$ cat src/rtl/core/lrk_pkg.sv
// Package for the LCD refresh and keypad scanner: sizes, command and
// register codes, reset values, the high character remap table and the
// structs passed between the submodules. No dependencies.
`default_nettype none

package lrk_pkg;

  localparam int LineChars  = 16;
  localparam int KeyColumns = 4;

  localparam int BufLen  = 2 * LineChars;
  localparam int BufIdxW = $clog2(BufLen);
  localparam int PosW    = $clog2(BufLen + 1);
  localparam int ColW    = (KeyColumns > 1) ? $clog2(KeyColumns) : 1;
  localparam int MaskW   = 16;
  localparam int KeyLinesW = 4;

  localparam int CmdW    = 3;
  localparam int CfgIdxW = 3;
  localparam int CfgDataW = 16;

  typedef enum logic [CmdW-1:0] {
    CMD_TICK       = 3'd0,
    CMD_WRITE_CHAR = 3'd1,
    CMD_SET_MASK   = 3'd2,
    CMD_CLEAR      = 3'd3,
    CMD_TAKE_KEY   = 3'd4
  } cmd_e;

  typedef enum logic [CfgIdxW-1:0] {
    CFG_REPEAT_EN    = 3'd0,
    CFG_SECOND_TICKS = 3'd1,
    CFG_BLINK_TICKS  = 3'd2,
    CFG_REP_DELAY    = 3'd3,
    CFG_REP_PERIOD   = 3'd4,
    CFG_BEEP_TICKS   = 3'd5
  } cfg_idx_e;

  localparam logic [15:0] SecondTicksRst = 16'd1000;
  localparam logic [15:0] BlinkTicksRst  = 16'd300;
  localparam logic [15:0] BlinkCntRst    = 16'd500;
  localparam logic [15:0] RepDelayRst    = 16'd700;
  localparam logic [15:0] RepPeriodRst   = 16'd150;
  localparam logic [7:0]  BeepTicksRst   = 8'd100;

  localparam logic [7:0] ChSpace      = 8'h20;
  localparam logic [7:0] LcdLineOne   = 8'h80;
  localparam logic [7:0] LcdLineTwo   = 8'hC0;

  localparam logic [7:0] CODE_TABLE [128] = '{
    8'hD9,8'hDA,8'h20,8'h20,8'h20,8'h20,8'h20,8'h20,
    8'h20,8'h20,8'h20,8'h20,8'h20,8'h20,8'h20,8'h20,
    8'h20,8'h20,8'h20,8'h20,8'h20,8'h20,8'h20,8'h20,
    8'h20,8'h20,8'h20,8'h20,8'h20,8'h20,8'h20,8'h20,
    8'h20,8'h20,8'h20,8'h20,8'h20,8'h20,8'h20,8'h20,
    8'h20,8'h20,8'h20,8'h20,8'h20,8'h20,8'h20,8'h20,
    8'hA2,8'hB5,8'h20,8'h20,8'h20,8'h20,8'h20,8'h20,
    8'h20,8'h20,8'h20,8'h20,8'h20,8'h20,8'h20,8'h20,
    8'h41,8'hA0,8'h42,8'hA1,8'hE0,8'h45,8'hA3,8'hA4,
    8'hA5,8'hA6,8'h4B,8'hA7,8'h4D,8'h48,8'h4F,8'hA8,
    8'h50,8'h43,8'h54,8'hA9,8'hAA,8'h58,8'hE1,8'hAB,
    8'hAC,8'hE2,8'hAD,8'hAE,8'h62,8'hAF,8'hB0,8'hB1,
    8'h61,8'hB2,8'hB3,8'hB4,8'hE3,8'h65,8'hB6,8'hB7,
    8'hB8,8'hB9,8'hBA,8'hBB,8'hBC,8'hBD,8'h6F,8'hBE,
    8'h70,8'h63,8'hBF,8'h79,8'hE4,8'h78,8'hE5,8'hC0,
    8'hC1,8'hE6,8'hC2,8'hC3,8'hC4,8'hC5,8'hC6,8'hC7
  };

  typedef struct packed {
    logic        rep_enable;
    logic [15:0] rep_delay;
    logic [15:0] rep_period;
    logic [7:0]  beep_ticks;
  } key_cfg_t;

  typedef struct packed {
    logic       ready;
    logic [2:0] code;
    logic       repeating;
    logic       buzzer;
  } key_status_t;

endpackage

`default_nettype wire

$ cat src/rtl/core/lrk_timers.sv
// Seconds and blink reload counters, stepped once per accepted tick word.
// Depends on lrk_pkg.
`default_nettype none

module lrk_timers
  import lrk_pkg::*;
(
  input  wire logic        clk_i,
  input  wire logic        rst_ni,
  input  wire logic        tick_i,
  input  wire logic [15:0] second_ticks_i,
  input  wire logic [15:0] blink_ticks_i,
  output logic             pulse_o,
  output logic             blink_o
);

  logic [15:0] sec_cnt_q, sec_cnt_d, sec_dec;
  logic [15:0] blink_cnt_q, blink_cnt_d, blink_dec;
  logic        blink_q, blink_d;

  always_comb begin
    sec_dec     = sec_cnt_q - 16'd1;
    blink_dec   = blink_cnt_q - 16'd1;
    sec_cnt_d   = sec_cnt_q;
    blink_cnt_d = blink_cnt_q;
    blink_d     = blink_q;
    pulse_o     = 1'b0;
    if (tick_i) begin
      sec_cnt_d = sec_dec;
      if (sec_dec == 16'd0) begin
        pulse_o   = 1'b1;
        sec_cnt_d = second_ticks_i;
      end
      blink_cnt_d = blink_dec;
      if (blink_dec == 16'd0) begin
        blink_d     = !blink_q;
        blink_cnt_d = blink_ticks_i;
      end
    end
  end

  assign blink_o = blink_d;

  always_ff @(posedge clk_i or negedge rst_ni) begin
    if (!rst_ni) begin
      sec_cnt_q   <= SecondTicksRst;
      blink_cnt_q <= BlinkCntRst;
      blink_q     <= 1'b0;
    end else begin
      sec_cnt_q   <= sec_cnt_d;
      blink_cnt_q <= blink_cnt_d;
      blink_q     <= blink_d;
    end
  end

endmodule

`default_nettype wire

$ cat src/rtl/core/lrk_keyscan.sv
// Keypad column scan, debounce flags, repeat delay/period counter and beep.
// Depends on lrk_pkg (key_cfg_t, key_status_t).
`default_nettype none

module lrk_keyscan
  import lrk_pkg::*;
(
  input  wire logic                 clk_i,
  input  wire logic                 rst_ni,
  input  wire logic                 tick_i,
  input  wire logic                 take_i,
  input  wire logic [KeyLinesW-1:0] key_lines_i,
  input  wire key_cfg_t             cfg_i,
  output key_status_t               status_o
);

  logic [ColW-1:0]       col_q, col_d;
  logic [KeyColumns-1:0] down_q, down_d;
  logic [2:0]            held_q, held_d;
  logic                  wait_q, wait_d;
  logic                  dly_run_q, dly_run_d;
  logic                  dly_done_q, dly_done_d;
  logic                  rep_q, rep_d;
  logic [15:0]           rep_cnt_q, rep_cnt_d, rep_dec;
  logic                  beep_q, beep_d;
  logic [7:0]            beep_cnt_q, beep_cnt_d, beep_dec;
  logic                  buz_q, buz_d;
  logic [7:0]            lines_ext;
  logic                  pressed, was_down;
  logic [2:0]            code;

  assign lines_ext = {{(8 - KeyLinesW){1'b1}}, key_lines_i};
  assign pressed   = !lines_ext[3'(col_q)];
  assign was_down  = down_q[col_q];
  assign code      = 3'(KeyColumns - int'(col_q));
  assign rep_dec   = rep_cnt_q - 16'd1;
  assign beep_dec  = beep_cnt_q - 8'd1;

  always_comb begin
    col_d      = col_q;
    down_d     = down_q;
    held_d     = held_q;
    wait_d     = wait_q;
    dly_run_d  = dly_run_q;
    dly_done_d = dly_done_q;
    rep_d      = rep_q;
    rep_cnt_d  = rep_cnt_q;
    beep_d     = beep_q;
    beep_cnt_d = beep_cnt_q;
    buz_d      = buz_q;
    if (take_i) begin
      wait_d = 1'b0;
    end
    if (tick_i) begin
      if (dly_run_q) begin
        rep_cnt_d = rep_dec;
        if (rep_dec == 16'd0) begin
          dly_done_d = 1'b1;
          dly_run_d  = 1'b0;
        end
      end
      if (beep_q) begin
        buz_d      = !buz_q;
        beep_cnt_d = beep_dec;
        if (beep_dec == 8'd0) begin
          buz_d  = 1'b0;
          beep_d = 1'b0;
        end
      end
      if (pressed) begin
        if (!was_down) begin
          if (!wait_q) begin
            held_d = code;
            wait_d = 1'b1;
          end
          buz_d      = 1'b1;
          beep_d     = 1'b1;
          beep_cnt_d = cfg_i.beep_ticks;
          dly_run_d  = 1'b1;
          rep_cnt_d  = cfg_i.rep_delay;
        end else if (dly_done_d) begin
          rep_d = 1'b1;
          if (!wait_q && cfg_i.rep_enable) begin
            held_d = code;
            wait_d = 1'b1;
          end
          dly_done_d = 1'b0;
          dly_run_d  = 1'b1;
          rep_cnt_d  = cfg_i.rep_period;
        end
        down_d[col_q] = 1'b1;
      end else begin
        if (was_down) begin
          dly_run_d  = 1'b0;
          dly_done_d = 1'b0;
          rep_d      = 1'b0;
        end
        down_d[col_q] = 1'b0;
      end
      if (32'(col_q) == KeyColumns - 1) begin
        col_d = '0;
      end else begin
        col_d = col_q + ColW'(1);
      end
    end
  end

  assign status_o.ready     = wait_d;
  assign status_o.code      = held_d;
  assign status_o.repeating = rep_d;
  assign status_o.buzzer    = buz_d;

  always_ff @(posedge clk_i or negedge rst_ni) begin
    if (!rst_ni) begin
      col_q      <= '0;
      down_q     <= '0;
      held_q     <= '0;
      wait_q     <= 1'b0;
      dly_run_q  <= 1'b0;
      dly_done_q <= 1'b0;
      rep_q      <= 1'b0;
      rep_cnt_q  <= '0;
      beep_q     <= 1'b0;
      beep_cnt_q <= '0;
      buz_q      <= 1'b0;
    end else begin
      col_q      <= col_d;
      down_q     <= down_d;
      held_q     <= held_d;
      wait_q     <= wait_d;
      dly_run_q  <= dly_run_d;
      dly_done_q <= dly_done_d;
      rep_q      <= rep_d;
      rep_cnt_q  <= rep_cnt_d;
      beep_q     <= beep_d;
      beep_cnt_q <= beep_cnt_d;
      buz_q      <= buz_d;
    end
  end

endmodule

`default_nettype wire

$ cat src/rtl/core/lrk_refresh.sv
// Character buffer, blink masks and the LCD refresh walker that emits one
// byte per tick. Depends on lrk_pkg (sizes, CODE_TABLE).
`default_nettype none

module lrk_refresh
  import lrk_pkg::*;
(
  input  wire logic             clk_i,
  input  wire logic             rst_ni,
  input  wire logic             tick_i,
  input  wire logic             wr_char_i,
  input  wire logic             set_mask_i,
  input  wire logic             clear_i,
  input  wire logic [4:0]       char_addr_i,
  input  wire logic [7:0]       char_code_i,
  input  wire logic             line_sel_i,
  input  wire logic [MaskW-1:0] mask_value_i,
  input  wire logic             blink_i,
  output logic                  lcd_rs_o,
  output logic [7:0]            lcd_byte_o
);

  logic [7:0]       buf_q [BufLen];
  logic [MaskW-1:0] mask1_q, mask2_q;
  logic [PosW-1:0]  pos_q, pos_d;
  logic             line2_q, line2_d;
  logic [7:0]       raw_ch, map_ch;
  logic [PosW-1:0]  col2;
  logic             blank;

  assign raw_ch = buf_q[BufIdxW'(pos_q)];
  assign map_ch = raw_ch[7] ? CODE_TABLE[raw_ch[6:0]] : raw_ch;
  assign col2   = pos_q - PosW'(LineChars);

  always_comb begin
    if (line2_q) begin
      blank = (32'(pos_q) >= LineChars) && (32'(col2) < MaskW) && mask2_q[col2[3:0]];
    end else begin
      blank = (32'(pos_q) < MaskW) && mask1_q[pos_q[3:0]];
    end
  end

  always_comb begin
    pos_d      = pos_q;
    line2_d    = line2_q;
    lcd_rs_o   = 1'b0;
    lcd_byte_o = 8'h00;
    if (tick_i) begin
      if (32'(pos_q) >= BufLen) begin
        pos_d      = '0;
        line2_d    = 1'b0;
        lcd_byte_o = LcdLineOne;
      end else if (32'(pos_q) == LineChars && !line2_q) begin
        line2_d    = 1'b1;
        lcd_byte_o = LcdLineTwo;
      end else begin
        lcd_rs_o   = 1'b1;
        lcd_byte_o = (blank && blink_i) ? ChSpace : map_ch;
        pos_d      = pos_q + PosW'(1);
      end
    end
  end

  always_ff @(posedge clk_i or negedge rst_ni) begin
    if (!rst_ni) begin
      pos_q   <= '0;
      line2_q <= 1'b0;
      mask1_q <= '0;
      mask2_q <= '0;
      for (int i = 0; i < BufLen; i++) begin
        buf_q[i] <= ChSpace;
      end
    end else begin
      pos_q   <= pos_d;
      line2_q <= line2_d;
      if (clear_i) begin
        mask1_q <= '0;
        mask2_q <= '0;
        for (int i = 0; i < BufLen; i++) begin
          buf_q[i] <= ChSpace;
        end
      end
      if (set_mask_i) begin
        if (line_sel_i) begin
          mask2_q <= mask_value_i;
        end else begin
          mask1_q <= mask_value_i;
        end
      end
      if (wr_char_i && (32'(char_addr_i) < BufLen) && (char_code_i != 8'h00)) begin
        buf_q[BufIdxW'(char_addr_i)] <= char_code_i;
      end
    end
  end

endmodule

`default_nettype wire

$ cat src/rtl/core/lcd_refresh_keypad_scanner.sv
// LCD refresh and keypad scanner. Takes one word per clock unless the input
// stalls, and shows its result in the cycle after the accept edge: all state
// updates happen at the accept edge and the result word is held in a single
// output register, which is the only stage. The input stalls only while that
// register holds a word the receiver is stalling. Configuration writes are
// always ready. The character buffer is in flip-flops, so no clearing pass
// follows reset. Depends on lrk_pkg, lrk_timers, lrk_keyscan, lrk_refresh.
`default_nettype none

module lcd_refresh_keypad_scanner
  import lrk_pkg::*;
(
  input  wire logic                 clk_i,
  input  wire logic                 rst_ni,
  input  wire logic                 in_valid_i,
  output logic                      in_stall_o,
  input  wire logic [CmdW-1:0]      cmd_i,
  input  wire logic [KeyLinesW-1:0] key_lines_i,
  input  wire logic [4:0]           char_addr_i,
  input  wire logic [7:0]           char_code_i,
  input  wire logic                 line_sel_i,
  input  wire logic [MaskW-1:0]     mask_value_i,
  output logic                      out_valid_o,
  input  wire logic                 out_stall_i,
  output logic                      lcd_valid_o,
  output logic                      lcd_rs_o,
  output logic [7:0]                lcd_byte_o,
  output logic                      key_ready_o,
  output logic [2:0]                key_code_o,
  output logic                      key_repeating_o,
  output logic                      buzzer_on_o,
  output logic                      seconds_pulse_o,
  output logic                      blink_phase_o,
  input  wire logic                 cfg_valid_i,
  output logic                      cfg_ready_o,
  input  wire logic [CfgIdxW-1:0]   cfg_index_i,
  input  wire logic [CfgDataW-1:0]  cfg_data_i
);

  logic        auto_rep_q;
  logic [15:0] second_ticks_q, blink_ticks_q, rep_delay_q, rep_period_q;
  logic [7:0]  beep_ticks_q;

  logic        in_acc, is_tick, cfg_acc;
  cmd_e        cmd;
  key_cfg_t    key_cfg;
  key_status_t key_st;
  logic        pulse, blink, rs;
  logic [7:0]  lcd_byte;

  logic        out_valid_q;
  logic        lcd_valid_q, lcd_rs_q, pulse_q, blink_q;
  logic [7:0]  lcd_byte_q;
  key_status_t key_st_q;

  assign cmd         = cmd_e'(cmd_i);
  assign in_stall_o  = out_valid_q && out_stall_i;
  assign in_acc      = in_valid_i && !in_stall_o;
  assign is_tick     = in_acc && (cmd == CMD_TICK);
  assign cfg_ready_o = 1'b1;
  assign cfg_acc     = cfg_valid_i && cfg_ready_o;

  always_ff @(posedge clk_i or negedge rst_ni) begin
    if (!rst_ni) begin
      auto_rep_q     <= 1'b0;
      second_ticks_q <= SecondTicksRst;
      blink_ticks_q  <= BlinkTicksRst;
      rep_delay_q    <= RepDelayRst;
      rep_period_q   <= RepPeriodRst;
      beep_ticks_q   <= BeepTicksRst;
    end else if (cfg_acc) begin
      case (cfg_idx_e'(cfg_index_i))
        CFG_REPEAT_EN:    auto_rep_q     <= cfg_data_i[0];
        CFG_SECOND_TICKS: second_ticks_q <= cfg_data_i;
        CFG_BLINK_TICKS:  blink_ticks_q  <= cfg_data_i;
        CFG_REP_DELAY:    rep_delay_q    <= cfg_data_i;
        CFG_REP_PERIOD:   rep_period_q   <= cfg_data_i;
        CFG_BEEP_TICKS:   beep_ticks_q   <= cfg_data_i[7:0];
        default: begin
        end
      endcase
    end
  end

  assign key_cfg.rep_enable  = auto_rep_q;
  assign key_cfg.rep_delay   = rep_delay_q;
  assign key_cfg.rep_period  = rep_period_q;
  assign key_cfg.beep_ticks  = beep_ticks_q;

  lrk_timers u_timers (
    .clk_i          (clk_i),
    .rst_ni         (rst_ni),
    .tick_i         (is_tick),
    .second_ticks_i (second_ticks_q),
    .blink_ticks_i  (blink_ticks_q),
    .pulse_o        (pulse),
    .blink_o        (blink)
  );

  lrk_keyscan u_keyscan (
    .clk_i       (clk_i),
    .rst_ni      (rst_ni),
    .tick_i      (is_tick),
    .take_i      (in_acc && (cmd == CMD_TAKE_KEY)),
    .key_lines_i (key_lines_i),
    .cfg_i       (key_cfg),
    .status_o    (key_st)
  );

  lrk_refresh u_refresh (
    .clk_i        (clk_i),
    .rst_ni       (rst_ni),
    .tick_i       (is_tick),
    .wr_char_i    (in_acc && (cmd == CMD_WRITE_CHAR)),
    .set_mask_i   (in_acc && (cmd == CMD_SET_MASK)),
    .clear_i      (in_acc && (cmd == CMD_CLEAR)),
    .char_addr_i  (char_addr_i),
    .char_code_i  (char_code_i),
    .line_sel_i   (line_sel_i),
    .mask_value_i (mask_value_i),
    .blink_i      (blink),
    .lcd_rs_o     (rs),
    .lcd_byte_o   (lcd_byte)
  );

  always_ff @(posedge clk_i or negedge rst_ni) begin
    if (!rst_ni) begin
      out_valid_q <= 1'b0;
    end else if (in_acc) begin
      out_valid_q <= 1'b1;
    end else if (!out_stall_i) begin
      out_valid_q <= 1'b0;
    end
  end

  always_ff @(posedge clk_i) begin
    if (in_acc) begin
      lcd_valid_q <= is_tick;
      lcd_rs_q    <= rs;
      lcd_byte_q  <= lcd_byte;
      pulse_q     <= pulse;
      blink_q     <= blink;
      key_st_q    <= key_st;
    end
  end

  assign out_valid_o     = out_valid_q;
  assign lcd_valid_o     = lcd_valid_q;
  assign lcd_rs_o        = lcd_rs_q;
  assign lcd_byte_o      = lcd_byte_q;
  assign key_ready_o     = key_st_q.ready;
  assign key_code_o      = key_st_q.code;
  assign key_repeating_o = key_st_q.repeating;
  assign buzzer_on_o     = key_st_q.buzzer;
  assign seconds_pulse_o = pulse_q;
  assign blink_phase_o   = blink_q;

  a_non_tick_no_byte : assert property (@(posedge clk_i) disable iff (!rst_ni)
    (in_acc && (cmd != CMD_TICK)) |=> (!lcd_valid_q && !lcd_rs_q && !pulse_q))
    else $error("non-tick word produced an LCD byte or pulse");

  a_cmd_byte_is_line_addr : assert property (@(posedge clk_i) disable iff (!rst_ni)
    (out_valid_q && lcd_valid_q && !lcd_rs_q) |->
      ((lcd_byte_q == LcdLineOne) || (lcd_byte_q == LcdLineTwo)))
    else $error("LCD command byte is not a line address");

  a_stall_only_when_full : assert property (@(posedge clk_i) disable iff (!rst_ni)
    in_stall_o |-> (out_valid_q && out_stall_i))
    else $error("input stalled with a free output register");

endmodule

`default_nettype wire

$ cat config.mk
export PLATFORM = sky130hd
export DESIGN_NAME = lcd_refresh_keypad_scanner
export DESIGN_NICKNAME = d
export VERILOG_FILES = /design/src/rtl/core/lrk_pkg.sv /design/src/rtl/core/lrk_timers.sv /design/src/rtl/core/lrk_keyscan.sv /design/src/rtl/core/lrk_refresh.sv /design/src/rtl/core/lcd_refresh_keypad_scanner.sv
export SDC_FILE = /design/constraint.sdc
export NUM_CORES = 1
export LEC_CHECK = 0
export ABC_AREA = 1
export ABC_CLOCK_PERIOD_IN_PS = 3200
export BUFFER_PORTS_ARGS = -buffer_cell sky130_fd_sc_hd__buf_2
export CAP_MARGIN = 0
export CORE_ASPECT_RATIO = 0.8
export CORE_MARGIN = 10
export CORE_UTILIZATION = 56
export CTS_BUF_LIST = sky130_fd_sc_hd__clkbuf_16
export DETAILED_ROUTE_END_ITERATION = 10
export GPL_TIMING_DRIVEN = 0
export MAX_ROUTING_LAYER = met4
export PLACE_DENSITY = 0.73
export SYNTH_ARGS = -nofsm -noshare
export SYNTH_HDL_FRONTEND = slang
export SYNTH_SLANG_ARGS = --single-unit
$ cat constraint.sdc
create_clock -name clk_i -period 3.2 [get_ports clk_i]
set_input_delay 0.64 -clock clk_i [delete_from_list [all_inputs] [get_ports clk_i]]
set_output_delay 0.64 -clock clk_i [all_outputs]
set_load 0.005 [all_outputs]
# Word-level counts from Yosys, hierarchy flattened
# Memory sizes are Yosys's and may differ from the RTL's.
# Cells that the tools add are included.
# totals
input_bits	61
n_memories	1
mem_bits_ro	1024
ff_bits	459
out_inout_bits	21
# classes
magnitude_cmp	13
mux	89
bitwise	7
n_eq_ne	13
reduce_logical	40
addsub	8
# memory_table
memory	depth	word_bits	read_ports	rd_ports_with_merged_regs	wr	line	text
(name not given)	128	8	1	0	0	lrk_refresh.sv:32	assign map_ch = raw_ch[7] ? CODE_TABLE[raw_ch[6:0]] : raw_ch;
# ops
cell	n
2-to-1 mux 256 bit	2
bitwise mux 256 bit	1
2-to-1 mux 16 bit	12
2-to-1 mux 8 bit	12
logical NOT 16 bit	3
subtractor 16 x 1 -> 16 bit (second input constant)	3
2-to-1 mux 1 bit	45
binary-select mux 8 bit (select 5 bit)	1
demux 8 bit (select 5 bit)	1
greater-or-equal comparator 6 bit (second input constant)	3
2-to-1 mux 3 bit	6
logical AND 1 bit	16
AND reduction 2 bit	8
== test 3 x 2 -> 1 bit (second input constant)	4
< comparator 6 x 5 -> 1 bit (second input constant)	2
2-to-1 mux 6 bit	2
inverter 5 -> 6 bit	2
< comparator 4 x 5 -> 1 bit (second input constant)	2
== test 3 bit (second input constant)	3
binary-select mux 1 bit (select 4 bit)	2
greater-or-equal comparator 8 bit (second input constant)	1
logical NOT 8 bit	1
inverter 7 -> 8 bit	1
nonzero test 8 bit	1
28 further kinds	36

# Depth between registers and ports, before layout
# Gate-level depths: netlist of the first run.
# depth
depth_word	12
mapped_depth	23
ltp_nobuf	21

# Modules after synthesis
# From an unflattened synthesis of the first run, not the netlist that was laid out.
# unflattened
cells_unflattened	3384
area_unflattened_um2	25264.2
# modules_own_cells
module	n_inst	cells_each	area_each_um2	seq_area_each_um2
lrk_refresh	1	2037	15647.5	7422.1
lcd_refresh_keypad_scanner	1	363	3619.7	2421.1
lrk_keyscan	1	542	3299.4	975.9
lrk_timers	1	442	2697.6	840.8

# Least setup slack after synthesis of the first run
# Ideal clock, no wire load.
# synth_timing
path_type	input -> register
from	input out_stall_i
to	register key_st_q (netlist bit buzzer_on_o) (data pin)
cell_stages	11
t_arrival_ns	2.845
setup_ns	0.270
path_slack_ns	0.084
path_cell_list	nand2_1 -> inv_1 -> nor2_1 -> inv_1 -> nor2_1 -> inv_1 -> nor2_1 -> inv_1 -> clkbuf_1 -> nor3_1 -> o21ai_0
# synth_lines
item	line	text
start, declared	lcd_refresh_keypad_scanner.sv:24	input wire logic out_stall_i,
end signal, assigned	lcd_refresh_keypad_scanner.sv:143	key_st_q <= key_st;
end, declared	lcd_refresh_keypad_scanner.sv:54	key_status_t key_st_q;

# Final worst setup path of the first run
# layout_timing
from	register u_refresh.pos_q[0]
to	register lcd_byte_q[5] (netlist: lcd_byte_o[5]) (data pin)
# layout_between
elab_chain_cells	10
elab_cells_between_ends	27
# layout_rtl
item	line	text
start, declared	lrk_refresh.sv:25	logic [PosW-1:0] pos_q, pos_d;
start signal, assigned	lrk_refresh.sv:74	pos_q <= pos_d;
inverter 5 -> 6 bit (implied by the code)	lrk_refresh.sv:31	assign raw_ch = buf_q[BufIdxW'(pos_q)];
binary-select mux 8 bit (select 5 bit)	lrk_refresh.sv:31	
2-to-1 mux 8 bit (implied by the code) (2 in a row)	lrk_refresh.sv:31	
inverter 7 -> 8 bit (implied by the code)	lrk_refresh.sv:32	
memory (128 x 8 bit)	n/a	
2-to-1 mux 8 bit (implied by the code) (2 in a row)	lrk_refresh.sv:32	
2-to-1 mux 8 bit	lrk_refresh.sv:32	
2-to-1 mux 8 bit	lrk_refresh.sv:58	lcd_byte_o = (blank && blink_i) ? ChSpace : map_ch;
end signal, assigned	lcd_refresh_keypad_scanner.sv:140	lcd_byte_q <= lcd_byte;
end, declared	lcd_refresh_keypad_scanner.sv:53	logic [7:0] lcd_byte_q;
# Parallel ways exist; a longest one is shown, timed or not. The select of a mux whose other input is x is not followed.
# A chain may end at the register's enable or synchronous reset.

==> out/summary.txt, run 1 <==
Outcome: finished, violations left
Failing checks: negative setup slack
Final Instance Area: 0.0275 mm2
Number of synthesized flops with an enable pin: 18
Worst hold slack: 0.133 ns
Post-synth top area share: 0.388
Power Dens Cells: 842 mW/mm2
RR Startpoint: u_refresh.pos_q[0]
P_leak: 12.7 nW
Port buffer count: 80
First-pass GRT wire length: 136 mm
TritonCTS Buffers: 48
Minimum clock period: 3.31 ns
Final Max Slew Viols: 0
Synth Cell Area: 0.0241 mm2
Drt via density: 6.25
Fmax: 302 MHz
Least-Margin Pin Slew: 0.935 ns
Final net count: 3361
Cell taking the most area after synthesis: dfrtp_1
Cell total after placement: 3772
GRT Total Usage: 0.355
Core Area: 0.0423 mm2
IR drop worst, VDD: 0.000677 V
Num rows: 67
Max_cap viols: 0
Clock skew: 0.0280 ns
Yosys cell types: 60
Largest net degree at the start of global routing: 123
Area contributors post-synth: dfrtp_1, nand2_1, o21ai_0
Startpoint types: flop
TritonCTS Sinks: 459
Initial DRT Pass Iterations: 8
Top_reg_cell synth: dfrtp_1
H-tree levels: 2
Final hold vios: 0
Crit-path cells: buf_6 -> buf_6 -> buf_4 -> nand2_1 -> a22oi_1 -> nand2_1 -> nand3_1 -> o211ai_1 -> nor2_1 -> nor2_4 -> nand2_1 -> inv_1 -> nor2_2 -> nand2_1 -> nand2_1 -> a21oi_2
CP dominant cell by count: nand2_1
Net Count, Synth: 3217
Crit Path Category: flop to flop
Ys async rst share: 0.961
Worst path max stage delay: 0.39 ns
DP Area: 0.0254 mm2
CP max FO: 10
Initial Util: 0.571
Synth Warn #: 0
Die Y: 206 um
Setup TNS Final: -0.107 ns
Crit path DAT: 3.63 ns
GPL Wtd Cong: 1.08
Worst-path clk slew: 0.06 ns
Deepest clock path buffer count: 3
GRT overflow: 0
Iter 0 DRT Violations: 3803
# IOs: 82
RSZ-0062 raised after global routing: yes
Number of global-route vias before repair: 22500
Final Worst Setup Slack: -0.107 ns
Dpl hpwl: 65.2 mm
Final setup viols: 1
Mapped Cells: 3136
CTS tree: done
Clock root buffer: clkbuf_16
Post-route clock period utilization: 1.03
Die ar.: 0.0519 mm2
#FFs+latches synth: 459
Sequential area share after synthesis: 0.483
Worst hold-check path type: primary input to async pin
DR WL/cell: 23.4 um
Worst Path Required: 3.52 ns
Finished Layout Cells: 3872
Avg Inst Size Synth: 7.70 um2
Share of cells above drive strength 1: 0.125
Detailed-route DRC error count: 0
Chip width: 252 um
Critical path startpoint: u_refresh.pos_q[0]
CP endpoint kind: flop
Initial antenna violation count: 2
Critical path's slowest cell: dfrtp_1
Clock Latency Late Sink: 0.61 ns
Vias: 24200
ANT nets after route: 0
Final core area utilization: 0.652
WL final: 90.8 mm
Area growth syn-to-layout: 14.0%
Slew headroom: 0.377
area by class of cell:
| type | instances | area (um2) |
|---|---|---|
| well taps | 552 | 691 |
| flip-flops and latches | 459 | 11700 |
| diodes | 1 | 2.50 |
| clock buffers | 49 | 1230 |
| multi-input cells | 2209 | 10800 |
| inverters | 266 | 1010 |
| plain buffers | 201 | 1170 |
| clock inverters | 40 | 320 |
| fillers | 3702 | 14700 |
| repair buffers | 95 | 603 |
final timing paths:
path | slack [ns] | endpoint | cells after the start
worst max-delay path | -0.11 | lcd_byte_o[5] | 16
worst min-delay path | 0.13 | u_refresh.buf_q[86] | 1
worst max register to register | -0.11 | lcd_byte_o[5] | 16
worst min register to register | 0.49 | blink_ticks_q[6] | 2
max in group asynchronous | 1.30 | beep_ticks_q[4] | 3
min in group clk_i | 0.27 | out_valid_o | 3
cell usage after synthesis, types with 4 or more instances:
cell and instances:
nor2_2 10, o21ai_1 22, nand2_1 730, nor3_1 14
o31ai_1 43, inv_2 7, nand4_1 15, buf_2 37
clkbuf_1 124, o21ai_0 434, a22oi_1 10, a31oi_1 14
xnor2_1 4, buf_4 16, ha_1 20, nor4_1 8
nand3_1 355, o31a_1 12, o221ai_1 4, buf_1 21
edfxtp_1 18, nor2_1 272, nand3_2 4, dfstp_2 67
a21oi_1 121, o211ai_1 26, inv_1 256, xor2_1 30
o22ai_1 22, dfrtp_1 374
through the flow:
| stage | power [mW] | worst slack, ns |
|---|---|---|
| 2_1_floorplan | 13.1 | 0.0840 |
| 3_3_place_gp | 16.2 | -7.27 |
| 3_5_place_dp | 16.4 | -1.00 |
| 4_1_cts | 22.3 | -0.00362 |
| 5_1_grt | 24.2 | -0.0798 |
| 6_report | 23.2 | -0.107 |
worst max-delay path, delay by kind of cell, from the launching register on:
family	cells	cell delay, ns
AO/OA/AOI/OAI	3	0.53
buffers and inverters	4	0.80
AND/OR/NAND/NOR	9	1.29
flip-flops	1	0.39
flip-flops by register name (all words and copies together) (netlist names), 2 cells and up, named ones only:
name and count:
u_timers.blink_cnt_q 16, u_refresh.buf_q 256, u_keyscan.col_q 2, u_keyscan.rep_cnt_q 16
u_refresh.mask2_q 16, rep_period_q 16, u_keyscan.beep_cnt_q 8, second_ticks_q 16
beep_ticks_q 8, lcd_byte_o 8, blink_ticks_q 16, key_code_o 3
u_refresh.pos_q 6, u_keyscan.held_q 3, u_refresh.mask1_q 16, rep_delay_q 16
u_timers.sec_cnt_q 16
cell families (layout without fill, tap and decap cells):
family | count (synthesis) | count (layout) | synth area share
DFF | 459 | 459 | 0.483
and+or+nand+nor | 1428 | 1428 | 0.250
muxes | 2 | 2 | 0.000881
AOI/OAI and AO/OA | 724 | 724 | 0.165
other | 1 | 2 | 0.000155
adders and majority gates | 20 | 20 | 0.0104
xor gates and xnor gates | 34 | 34 | 0.0123
buffers and inverters | 468 | 651 | 0.0782
power breakdown:
part           switching (mW)  internal, mW
Sequential              0.709          6.77
Combinational            7.01          3.05
Clock                    2.47          3.18
what timing repair did:
item	4_1_cts	5_1_grt
resized for setup	98	107
pin swaps	2	8
setup buffers	3	8
hold buffers	0	0
endpoints found under the setup margin	123	198
cell usage in the layout, fill, tap and decap left out, drive strengths merged, types with 10 or more instances in the layout:
master	n
buf	166
o31ai	43
a22oi	10
xor2	30
dfstp	67
inv	276
clkbuf	179
nand3	359
o211ai	26
o22ai	22
clkinv	23
edfxtp	18
ha	20
nand2	735
nor2	284
o31a	12
a31oi	15
dfrtp	374
nor3	18
a21oi	122
nand4	16
o21ai	456
metal layers:
metal	part of all wire	up-vias	routed length (um)	GRT usage
met4	0.028	0	2580	0.102
met3	0.15	188	13900	0.129
li1	-	10700	-	-
met5	0	-	0	-
met1	0.43	11700	39300	0.509
met2	0.39	1610	35000	0.455
Power figures use the tool's default switching activity.
==> inputs of run 2 (changes only) <==
ABC_AREA = not set   (was 1)
==> run 2 against run 1 <==
Net effect:
- the run ends with negative hold slack, negative setup slack left
- clock skew up 0.00078 ns
- synthesized cell count down 19%
- global-route usage down 3.1 points
- routed wire length is 9.8% lower
- critical path type unchanged
==> out/summary.txt, run 2 <==
Outcome: finished, violations left (unchanged)
Failing checks: negative hold slack, negative setup slack (was negative setup slack)
Detailed-route DRC error count: 0 (unchanged)
Worst hold-check path type: primary input to async pin (unchanged)
Final Worst Setup Slack: -0.422 ns (was -0.107 ns)
First-pass GRT wire length: 126 mm (was 136 mm)
GRT Total Usage: 0.324 (was 0.355)
Post-route clock period utilization: 1.13 (was 1.03)
Slew headroom: 0.290 (was 0.377)
Mapped Cells: 2542 (was 3136)
GRT overflow: 0 (unchanged)
Most common cell after layout, fill and taps aside: nand2_1 (unchanged)
H-tree levels: 2 (unchanged)
Die Y: 204 um (was 206 um)
# IOs: 82 (unchanged)
Clock skew: 0.0288 ns (was 0.0280 ns)
Synth Warn #: 0 (unchanged)
CTS tree: done (unchanged)
Fmax: 276 MHz (was 302 MHz)
Post-synth top area share: 0.395 (was 0.388)
Sequential area share after synthesis: 0.492 (was 0.483)
Area contributors post-synth: dfrtp_1, nand2_1, dfstp_2 (was dfrtp_1, nand2_1, o21ai_0)
Startpoint types: flop (unchanged)
Initial antenna violation count: 2 (unchanged)
Worst hold slack: -0.0151 ns (was 0.133 ns)
ANT nets after route: 0 (unchanged)
Worst reg-to-reg setup slack: -0.42 ns (was -0.11 ns)
Top_reg_cell synth: dfrtp_1 (unchanged)
Cell taking the most area after synthesis: dfrtp_1 (unchanged)
Worst-path clk slew: 0.07 ns (was 0.06 ns)
P_leak: 11.8 nW (was 12.7 nW)
Final setup viols: 18 (was 1)
CP endpoint kind: flop (unchanged)
Final hold vios: 5 (was 0)
Net Count, Synth: 2623 (was 3217)
Final core area utilization: 0.665 (was 0.652)
TritonCTS Sinks: 459 (unchanged)
CP max FO: 5 (was 10)
WL final: 81.9 mm (was 90.8 mm)
Share of cells above drive strength 1: 0.226 (was 0.125)
Avg Inst Size Synth: 9.33 um2 (was 7.70 um2)
IR drop worst, VDD: 0.000403 V (was 0.000677 V)
Ys async rst share: 0.961 (unchanged)
Finished Layout Cells: 3323 (was 3872)
TritonCTS Buffers: 46 (was 48)
Final Max Slew Viols: 0 (unchanged)
Synth Cell Area: 0.0237 mm2 (was 0.0241 mm2)
#FFs+latches synth: 459 (unchanged)
Clock Latency Late Sink: 0.62 ns (was 0.61 ns)
DR WL/cell: 24.6 um (was 23.4 um)
Initial Util: 0.567 (was 0.571)
Least-Margin Pin Slew: 1.06 ns (was 0.935 ns)
Place WS: -1.41 ns (was -1.00 ns)
Final net count: 2812 (was 3361)
Deepest clock path buffer count: 3 (unchanged)
Crit path DAT: 3.96 ns (was 3.63 ns)
Power Dens Cells: 668 mW/mm2 (was 842 mW/mm2)
Num rows: 67 (unchanged)
Die ar.: 0.0510 mm2 (was 0.0519 mm2)
Initial DRT Pass Iterations: 6 (was 8)
Core Area: 0.0418 mm2 (was 0.0423 mm2)
RSZ-0062 raised after global routing: yes (unchanged)
Chip width: 250 um (was 252 um)
Tot Pwr: 18.6 mW (was 23.2 mW)
Port buffer count: 71 (was 80)
Clock root buffer: clkbuf_16 (unchanged)
Yosys cell types: 92 (was 60)
Drt via density: 6.49 (was 6.25)
Number of global-route vias before repair: 20700 (was 22500)
Max_cap viols: 0 (unchanged)
Iter 0 DRT Violations: 3072 (was 3803)
Largest reg by FF count: u_refresh.buf_q (unchanged)
Cell total after placement: 3169 (was 3772)
Crit Path Category: flop to flop (unchanged)
GPL Wtd Cong: 1.01 (was 1.08)
Area growth syn-to-layout: 17.3% (was 14.0%)
Vias: 21600 (was 24200)
Number of synthesized flops with an enable pin: 18 (unchanged)
Most common cell in the netlist: nand2_1 (unchanged)
Dpl hpwl: 56.8 mm (was 65.2 mm)
Minimum clock period: 3.62 ns (was 3.31 ns)
Worst Path Required: 3.54 ns (was 3.52 ns)
Largest net degree at the start of global routing: 117 (was 123)
Most frequent cells in the layout: nand2_1, dfrtp_1, o21ai_0, nor2_1 (was nand2_1, o21ai_0, dfrtp_1, nand3_1, inv_1)
Post-synth top cells: nand2_1, dfrtp_1, o21ai_0 (was nand2_1, o21ai_0, dfrtp_1)
Max FFs per register: 256 (unchanged)
-- run 2: final cells by class --
type | count | area [um2]
fill | 3317 | 14000
sequential | 459 | 11700
multi-input combinational | 1862 | 11600
clock buffer | 48 | 1200
timing repair buffer | 145 | 1090
buffer | 178 | 1090
tap | 552 | 691
clock inverter | 38 | 292
inverter | 39 | 165
antenna | 2 | 5.00
-- run 2: kinds of logic after synthesis --
group / share of synthesized area
and+or+nand+nor: 0.191
muxes: 0.114
xor gates and xnor gates: 0.00665
buffers and inverters: 0.0423
DFF: 0.492
AOI/OAI and AO/OA: 0.144
other: 0.000158
adders and majority gates: 0.0105
-- run 2: what timing repair did --
| item | CTS | global route |
|---|---|---|
| endpoints found under the hold margin | 0 | 0 |
| hold buffers | 0 | 0 |
| endpoints found under the setup margin | 265 | 196 |
| gates resized for setup | 117 | 134 |
| pin swaps | 15 | 27 |
| setup buffers | 50 | 19 |
| cloned | 1 | 0 |
-- run 2: layer usage --
metal / global-route usage / part of all wire / up-vias
met1: 0.463 / 0.42 / 10700
met5: - / 0 / -
li1: - / - / 9289
met2: 0.434 / 0.41 / 1395
met3: 0.0973 / 0.13 / 189
met4: 0.0971 / 0.027 / 0
-- run 2: worst paths after layout --
kind / cells after the start / from / to
setup / recovery: 15 / u_refresh.pos_q[0] / lcd_byte_o[5]
hold / removal: 1 / rst_ni / u_refresh.buf_q[79]
setup reg to reg: 15 / u_refresh.pos_q[0] / lcd_byte_o[5]
hold reg to reg: 1 / u_timers.blink_cnt_q[15] / u_timers.blink_cnt_q[15]
max in group asynchronous: 3 / rst_ni / u_timers.sec_cnt_q[6]
min in group clk_i: 3 / mask_value_i[0] / u_refresh.mask1_q[0]
-- run 2: worst max-delay path, cell delays in order (launching register included) --
cell	delay [ns]
dfrtp_1	0.37
buf_6	0.16
buf_12	0.13
buf_16	0.14
mux4_2	0.57
a32oi_1	0.18
o211ai_1	0.22
o21ai_4	0.17
buf_6	0.15
ha_4	0.16
inv_6	0.05
a31oi_4	0.21
a21oi_2	0.11
or4_4	0.49
a31oi_1	0.16
nor2_1	0.06
-- run 2: per-stage QoR --
step           setup TNS, ns  hold WS [ns]  area, um2
2_1_floorplan        -0.0651         0.344      23800
3_3_place_gp        -3130.98         0.473      24800
3_5_place_dp         -169.59         0.471      24900
4_1_cts                -2.53        0.0164      27400
5_1_grt                -5.18        0.0473      27800
6_report               -3.03       -0.0151      27800
-- run 2: power breakdown --
part / internal, mW / switching (mW) / total [mW]
combinational: 2.36 / 3.31 / 5.67
clock: 3.05 / 2.45 / 5.50
sequential: 6.74 / 0.689 / 7.43
total: 12.2 / 6.45 / 18.6
